## config.mk

```make
export PLATFORM = sky130hd
export DESIGN_NAME = hdlc_byte_stuff_deframer
export DESIGN_NICKNAME = d
export VERILOG_FILES = /design/src/hdl/hdlcd_pkg.sv /design/src/hdl/hdlcd_in_stage.sv /design/src/hdl/hdlcd_core.sv /design/src/hdl/hdlc_byte_stuff_deframer.sv
export SDC_FILE = /design/constraint.sdc
export NUM_CORES = 1
export LEC_CHECK = 0
export BUFFER_PORTS_ARGS = -buffer_cell sky130_fd_sc_hd__buf_2
export CORE_ASPECT_RATIO = 1.25
export CORE_MARGIN = 2
export CORE_UTILIZATION = 45
export CTS_CLUSTER_DIAMETER = 100
export CTS_CLUSTER_SIZE = 14
export DETAILED_ROUTE_END_ITERATION = 16
export SYNTH_ARGS = -nofsm -noshare
export SYNTH_HDL_FRONTEND = slang
export SYNTH_SLANG_ARGS = --single-unit
export TNS_END_PERCENT = 30
```

## constraint.sdc

```tcl
create_clock -name clk -period 8.75 [get_ports clk]
set_clock_uncertainty 0.1 [all_clocks]
set_input_delay 0.4375 -clock clk [delete_from_list [all_inputs] [get_ports clk]]
set_output_delay 0.4375 -clock clk [all_outputs]
set_load 0.01 [all_outputs]
```

## src/hdl/hdlcd_pkg.sv

```systemverilog
// ----------------------------------------------------------------------------
// hdlcd_pkg
// Shared types, codes and the CRC-16 byte update for the HDLC deframer.
// ----------------------------------------------------------------------------
package hdlcd_pkg;

  // Frame limit default
  localparam int MAX_FRAME_DEF = 256;

  // Line control bytes
  localparam logic [7:0]  FLAG_BYTE = 8'h7E;
  localparam logic [7:0]  ESC_BYTE  = 8'h7D;
  localparam logic [7:0]  ESC_XOR   = 8'h20;
  localparam logic [15:0] CRC_START = 16'hFFFF;

  // Configuration registers
  localparam int          MAX_LEN_W     = 9;
  localparam int          CFG_DATA_W    = 16;
  localparam logic [0:0]  REG_MAX_LEN   = 1'b0;
  localparam logic [0:0]  REG_CRC_POLY  = 1'b1;
  localparam logic [8:0]  MAX_LEN_RST   = 9'd256;
  localparam logic [15:0] CRC_POLY_RST  = 16'h1021;

  // Receive phases
  localparam logic [1:0] PH_HUNT = 2'd0;
  localparam logic [1:0] PH_ESC  = 2'd1;
  localparam logic [1:0] PH_DATA = 2'd2;

  // Result events
  localparam logic [2:0] EV_NONE = 3'd0;
  localparam logic [2:0] EV_BYTE = 3'd1;
  localparam logic [2:0] EV_GOOD = 3'd2;
  localparam logic [2:0] EV_BAD  = 3'd3;
  localparam logic [2:0] EV_OVER = 3'd4;

  // One received line byte
  typedef struct packed {
    logic       restart;
    logic [7:0] rx_byte;
  } rx_item_t;

  // One result
  typedef struct packed {
    logic       in_frame;
    logic [8:0] frame_length;
    logic [7:0] byte_index;
    logic [7:0] data_byte;
    logic [2:0] event_res;
  } rx_result_t;

  // MSB-first CRC-16 update by one byte
  function automatic logic [15:0] crc_step(input logic [15:0] crc,
                                           input logic [7:0]  b,
                                           input logic [15:0] poly);
    logic [15:0] x;
    x = crc ^ {b, 8'h00};
    for (int k = 0; k < 8; k++) begin
      if (x[15]) begin
        x = {x[14:0], 1'b0} ^ poly;
      end else begin
        x = {x[14:0], 1'b0};
      end
    end
    return x;
  endfunction

endpackage

```

## src/hdl/hdlcd_in_stage.sv

```systemverilog
// ----------------------------------------------------------------------------
// hdlcd_in_stage
// Input register: holds one received request until the core takes it.
// ----------------------------------------------------------------------------
module hdlcd_in_stage
  import hdlcd_pkg::*;
(
  input  logic     clk,
  input  logic     rst_n,
  input  logic     in_valid,
  output logic     in_ready,
  input  rx_item_t in_item,
  output logic     item_valid,
  output rx_item_t item,
  input  logic     item_take
);

  logic     vld_r, vld_nxt;
  rx_item_t item_r;

  // Accept when empty or when the held request moves on this cycle
  assign in_ready = !vld_r || item_take;
  assign vld_nxt  = in_ready ? in_valid : vld_r;

  always_ff @(posedge clk) begin
    if (!rst_n) begin
      vld_r <= 1'b0;
    end else begin
      vld_r <= vld_nxt;
    end
  end

  // Load payload on accept
  always_ff @(posedge clk) begin
    if (in_valid && in_ready) begin
      item_r <= in_item;
    end
  end

  assign item_valid = vld_r;
  assign item       = item_r;

endmodule

```

## src/hdl/hdlcd_core.sv

```systemverilog
// ----------------------------------------------------------------------------
// hdlcd_core
// Deframer state, unstuffing, CRC check, config registers and result register.
// ----------------------------------------------------------------------------
module hdlcd_core
  import hdlcd_pkg::*;
#(
  parameter int MAX_FRAME = MAX_FRAME_DEF
)(
  input  logic                  clk,
  input  logic                  rst_n,
  input  logic                  cfg_we,
  input  logic [0:0]            cfg_index,
  input  logic [CFG_DATA_W-1:0] cfg_wdata,
  input  logic                  item_valid,
  input  rx_item_t              item,
  output logic                  item_take,
  output logic                  res_valid,
  output rx_result_t            res,
  input  logic                  res_ready
);

  localparam int CNT_W = $clog2(MAX_FRAME + 1);
  localparam int CMP_W = (CNT_W > MAX_LEN_W) ? CNT_W : MAX_LEN_W;

  logic [MAX_LEN_W-1:0] max_len_r;
  logic [15:0]          poly_r;
  logic [1:0]           phase_r, phase_nxt;
  logic [15:0]          crc_r, crc_nxt;
  logic [CNT_W-1:0]     cnt_r, cnt_nxt;
  logic                 out_vld_r, out_vld_nxt;
  rx_result_t           res_r, res_nxt;

  logic [1:0]           phase_cur;
  logic [CMP_W-1:0]     lim;
  logic [CMP_W-1:0]     cnt_ext;
  logic                 take_data;
  logic [7:0]           take_byte;

  // Config writes
  always_ff @(posedge clk) begin
    if (!rst_n) begin
      max_len_r <= MAX_LEN_RST;
      poly_r    <= CRC_POLY_RST;
    end else if (cfg_we) begin
      case (cfg_index)
        REG_MAX_LEN:  max_len_r <= cfg_wdata[MAX_LEN_W-1:0];
        REG_CRC_POLY: poly_r    <= cfg_wdata[15:0];
        default:      ;
      endcase
    end
  end

  // Advance when the result register is free or being drained
  assign item_take = item_valid && (!out_vld_r || res_ready);

  // Effective length limit
  assign cnt_ext = CMP_W'(cnt_r);
  always_comb begin
    if (CMP_W'(max_len_r) > CMP_W'(MAX_FRAME)) begin
      lim = CMP_W'(MAX_FRAME);
    end else begin
      lim = CMP_W'(max_len_r);
    end
  end

  // Phase decode and byte classification
  always_comb begin
    phase_cur = item.restart ? PH_HUNT : phase_r;
    phase_nxt = phase_cur;
    crc_nxt   = crc_r;
    cnt_nxt   = cnt_r;
    take_data = 1'b0;
    take_byte = item.rx_byte;
    res_nxt   = '0;
    res_nxt.event_res = EV_NONE;

    case (phase_cur)
      PH_ESC: begin
        take_data = 1'b1;
        take_byte = item.rx_byte ^ ESC_XOR;
      end
      PH_DATA: begin
        if (item.rx_byte == FLAG_BYTE) begin
          phase_nxt = PH_HUNT;
          if (crc_r == 16'h0000) begin
            res_nxt.event_res    = EV_GOOD;
            res_nxt.frame_length = cnt_ext[8:0];
          end else begin
            res_nxt.event_res = EV_BAD;
          end
        end else if (item.rx_byte == ESC_BYTE) begin
          phase_nxt = PH_ESC;
        end else begin
          take_data = 1'b1;
        end
      end
      default: begin
        // Hunt for an opening flag; unused code behaves the same
        phase_nxt = PH_HUNT;
        if (item.rx_byte == FLAG_BYTE) begin
          cnt_nxt   = '0;
          crc_nxt   = CRC_START;
          phase_nxt = PH_DATA;
        end
      end
    endcase

    // Store one data byte, or abort on overflow
    if (take_data) begin
      if (cnt_ext >= lim) begin
        phase_nxt         = PH_HUNT;
        res_nxt.event_res = EV_OVER;
      end else begin
        res_nxt.event_res  = EV_BYTE;
        res_nxt.data_byte  = take_byte;
        res_nxt.byte_index = cnt_ext[7:0];
        cnt_nxt            = cnt_r + 1'b1;
        crc_nxt            = crc_step(crc_r, take_byte, poly_r);
        phase_nxt          = PH_DATA;
      end
    end

    res_nxt.in_frame = (phase_nxt != PH_HUNT);
  end

  // Frame state
  always_ff @(posedge clk) begin
    if (!rst_n) begin
      phase_r <= PH_HUNT;
      crc_r   <= CRC_START;
      cnt_r   <= '0;
    end else if (item_take) begin
      phase_r <= phase_nxt;
      crc_r   <= crc_nxt;
      cnt_r   <= cnt_nxt;
    end
  end

  // Result register
  assign out_vld_nxt = item_take ? 1'b1 : (out_vld_r && !res_ready);

  always_ff @(posedge clk) begin
    if (!rst_n) begin
      out_vld_r <= 1'b0;
    end else begin
      out_vld_r <= out_vld_nxt;
    end
  end

  always_ff @(posedge clk) begin
    if (item_take) begin
      res_r <= res_nxt;
    end
  end

  assign res_valid = out_vld_r;
  assign res       = res_r;

endmodule

```

## src/hdl/hdlc_byte_stuff_deframer.sv

```systemverilog
// ----------------------------------------------------------------------------
// hdlc_byte_stuff_deframer
// HDLC byte-stuffed deframer with CRC-16 frame check, one line byte per request.
// ----------------------------------------------------------------------------
//   channel | direction | tdata                          | tuser
//   in_     | slave     | rx_byte                        | restart
//   out_    | master    | data_byte, byte_index, length  | event_res, in_frame
//   cfg_    | write     | max_length / crc_poly          | -
//
// One request per clock while the output is not stalled: an input register feeds
// the unstuff/CRC logic, whose combinational byte-wide CRC update writes the result
// register, so each byte passes through both registers from accept to result.
// Synchronous active-low reset puts the deframer in flag hunt with CRC 0xFFFF.
// A stalled output holds the result; the input keeps one request buffered.
// ----------------------------------------------------------------------------
module hdlc_byte_stuff_deframer
  import hdlcd_pkg::*;
#(
  parameter int MAX_FRAME = MAX_FRAME_DEF
)(
  input  logic                  clk,
  input  logic                  rst_n,
  // Configuration
  input  logic                  cfg_we,
  input  logic [0:0]            cfg_index,
  input  logic [CFG_DATA_W-1:0] cfg_wdata,
  // Input stream
  input  logic                  in_tvalid,
  output logic                  in_tready,
  input  logic [7:0]            in_tdata,   // [7:0] rx_byte
  input  logic                  in_tuser,   // [0] restart
  // Result stream
  output logic                  out_tvalid,
  input  logic                  out_tready,
  output logic [31:0]           out_tdata,  // [7:0] data_byte, [15:8] byte_index,
                                            // [24:16] frame_length, [31:25] zero
  output logic [3:0]            out_tuser   // [2:0] event_res, [3] in_frame
);

  rx_item_t   in_item;
  rx_item_t   item;
  logic       item_valid;
  logic       item_take;
  rx_result_t res;

  assign in_item.rx_byte = in_tdata;
  assign in_item.restart = in_tuser;

  hdlcd_in_stage u_in_stage (
    .clk        (clk),
    .rst_n      (rst_n),
    .in_valid   (in_tvalid),
    .in_ready   (in_tready),
    .in_item    (in_item),
    .item_valid (item_valid),
    .item       (item),
    .item_take  (item_take)
  );

  hdlcd_core #(
    .MAX_FRAME (MAX_FRAME)
  ) u_core (
    .clk        (clk),
    .rst_n      (rst_n),
    .cfg_we     (cfg_we),
    .cfg_index  (cfg_index),
    .cfg_wdata  (cfg_wdata),
    .item_valid (item_valid),
    .item       (item),
    .item_take  (item_take),
    .res_valid  (out_tvalid),
    .res        (res),
    .res_ready  (out_tready)
  );

  // Pack result fields
  assign out_tdata = {7'd0, res.frame_length, res.byte_index, res.data_byte};
  assign out_tuser = {res.in_frame, res.event_res};

endmodule
```

==> impl_metrics.csv <==
group,metric,value,unit
outcome,outcome,"finished clean",
pwr,powerDensity,169.3,mW/mm^2
synth,synthXorXnorAreaFrac,17.27,%
synth,synthSimpleGateAreaFrac,22.93,%
cts,cts_resized,0,
cts,clkLatencyLatePin,350,ps
synth,synth-edff-count,38,
pwr,leakage,2.657,nW
sta,achievable-frequency,177.9,MHz
synth,ys_seq_area_share,34.63,%
floorplanning,die_width,110.8,um
synth,syn_area_per_cell,8.755,um^2
setup_path,r2r_end,"u_core.crc_r[3]$_SDFFE_PN1P_",
synth,netlist_area,0.006417,mm^2
floorplanning,start_util,46.26,%
route,vias,5367,
synth,ys_types,76,
hold_path,holdPathStages,1,
hold_path,hold-path-endpoint,"u_in_stage.item[6]$_DFFE_PP_",
floorplanning,ios,69,
cts,path_clk_slew,70,ps
route,ant_nets,0,
sta,tightestPinTransition,1136,ps
sta,finalSetupViolCount,0,
hold_path,hold_class,"in2reg",
synth,ys_top_cells_by_area,"edfxtp_1 18%, dfxtp_1 17%, nand2_1 8.8%",
setup_path,cp_slowest_stage_delay,910,ps
setup_path,worstSetupEndpointType,"register",
cts,ctsHtreeMaxLevel,3,
global_routing,grt_pass1_vias,5208,
placed_design,dp_hpwl,12060,um
synth,ys_warn_count,0,
route,drt_iter0_drc,322,
cells_and_area,post-route-util,50.78,%
cts,holdBufCountCts,0,
sta,final.setup.worst_slack,3127,ps
setup_path,critPathRequiredTime,8880,ps
sta,period_share,64.26,%
route,viasPerCell,5.722,
hold_path,worstHoldStart,"in_tdata[6]",
cells_and_area,area_growth,9.768,%
route,totalWireLength,16410,um
setup_path,cp_max_fo,16,
sta,report.final.slew_viol_count,0,
setup_path,r2r_start,"u_in_stage.item[7]$_DFFE_PP_",
sta,relSlewSlack,23.70,%
synth,synth_common_cells,"151 x nand2_1, 57 x xnor2_1, 54 x dfxtp_1, 49 x a21oi_1, 42 x clkbuf_1",
sta,hold_slack,161.6,ps
global_routing,grt_pass1_wl,27140,um
floorplanning,die_h,137.5,um
cells_and_area,drive_above_1_share,14.55,%
floorplanning,die-area,0.01524,mm^2
route,drc,0,
sta,rsz0062_at_grt,"no",
cells_and_area,diodes,0,
synth,ys_ff_latch,92,
synth,synthMuxAreaShare,0.9554,%
setup_path,critical_path.slowest_cell,"xnor2_1",
setup_path,worstRegToRegCells,12,
pwr,vdd_drop_max,0.1325,mV
placed_design,port_buffers,61,
cts,cts_sinks,92,
cts,cts_tree,"yes",
synth,synth_top_area_share,17.78,%
global_routing,grt_max_degree,40,
sta,fin_tns_setup,0,ps
global_routing,antenna_found_initial,0,
cells_and_area,fin_nets,801,
synth,yosysTopAreaCell,"edfxtp_1",
synth,ys.flop_type,"dfxtp_1",
cts,postCtsSetupBuffers,0,
synth,syn_inst,733,
cts,cts_root_buf,"clkbuf_16",
synth,yosys.cell_count.top_type,"nand2_1",
setup_path,r2r_slack,3130,ps
route,wl_per_cell,17.49,um
synth,synthAdderAreaFrac,2.340,%
floorplanning,placementRows,48,
placed_design,place.gp.congestion,0.9150,
synth,synth_top_family_by_area,"simple AND/OR/NAND/NOR gates",
global_routing,grt_overflow,0,
synth,synth_compound_area_share,16.59,%
synth,synth-async-reset-ratio,0,%
setup_path,cp.arrival,5750,ps
job,maxCapViolCount,0,
cts,clockBufferDepth,2,
global_routing,grt_usage,22.07,%
cts,numCtsBuffers,9,
floorplanning,coreArea,0.01387,mm^2
setup_path,crit_chain,"xnor2_1 -> nor3_1 -> or3_1 -> o31ai_2 -> nand2_1 -> a32o_1 -> or4_4 -> and4_4 -> or4_1 -> nand3_1 -> xnor3_1 -> o22a_1",
placed_design,pre_cts_ws,3232,ps
sta,hold_viol_final,0,
setup_path,path_class,"reg2reg",
sta,layout_min_cycle_time,5623,ps
setup_path,critPathLaunchType,"register",
route,first_pass_iters,5,
how the worst max path moves through the flow:
stage                                  from                       endpoint  cells after the start
5_1_grt        u_in_stage.item[7]$_DFFE_PP_   u_core.crc_r[3]$_SDFFE_PN1P_                     12
2_1_floorplan  u_in_stage.item[8]$_DFFE_PP_  u_core.crc_r[11]$_SDFFE_PN1P_                     18
3_3_place_gp   u_in_stage.item[7]$_DFFE_PP_  u_core.crc_r[15]$_SDFFE_PN1P_                     12
6_report       u_in_stage.item[7]$_DFFE_PP_   u_core.crc_r[3]$_SDFFE_PN1P_                     12
4_1_cts        u_in_stage.item[7]$_DFFE_PP_   u_core.crc_r[3]$_SDFFE_PN1P_                     12
3_5_place_dp   u_in_stage.item[7]$_DFFE_PP_   u_core.crc_r[3]$_SDFFE_PN1P_                     12
cell families (layout without fill, tap and decap cells):
group,Yosys count,count (layout)
other,1,7
adder cells (fa/ha/maj),12,12
flip-flops,92,92
buffers and inverters,74,98
AO/OA/AOI/OAI,152,152
multiplexers,6,6
XOR/XNOR,97,97
AND/OR/NAND/NOR,299,299
area by class of cell:
type | count | area [um^2]
well taps | 175 | 219.0
multi-input cells | 573 | 3882
clock buffers | 9 | 225.2
clock inverters | 7 | 81.33
inverters | 13 | 48.80
fillers | 1314 | 6829
flip-flops and latches | 92 | 2222
repair buffers | 69 | 365.4
state kept, by name, indices dropped and copies added (netlist names):
signal and cells:
u_core.cnt_ext 9, u_in_stage.item_valid 1, u_core.phase_r 2, u_core.res_valid 1
u_in_stage.item 9, u_core.poly_r 16, u_core.res 29, u_core.crc_r 16
u_core.max_len_r 9
stage by stage:
stage	instance area (um^2)	power [mW]	instances
2_1_floorplan	6440	0.7417	739
3_3_place_gp	6738	0.7967	922
3_5_place_dp	6738	0.8016	922
4_1_cts	7044	1.202	938
5_1_grt	7044	1.249	938
6_report	7044	1.193	938
cell usage in the layout, fill, tap and decap left out, types with 16 or more instances in the layout:
cell type and count:
edfxtp_1 38, xnor3_1 16, xnor2_1 57, buf_2 61
dfxtp_1 54, a21oi_1 49, nand2_1 151, nand3_1 20
and2_1 29, nor2_1 22, xor2_1 21
power by group:
part / internal (mW) / switching [mW]
clock network: 0.226 / 0.171
registers: 0.460 / 0.0208
logic: 0.147 / 0.167
metal layers:
metal	track usage, %	wire length (um)	vias up
li1	-	-	2628
met1	26.93	6949	2582
met2	39.67	8345	122
met3	3.300	648	35
met4	8.264	461	0
met5	0	0	-
critical path: cells and delay by family, from the launching register on:
kind                      cells  cell delay (ps)
AOI/OAI and AO/OA             3              880
xor gates and xnor gates      2             1330
DFF                           1              450
and+or+nand+nor               7             2740
Power figures use the tool's default switching activity.
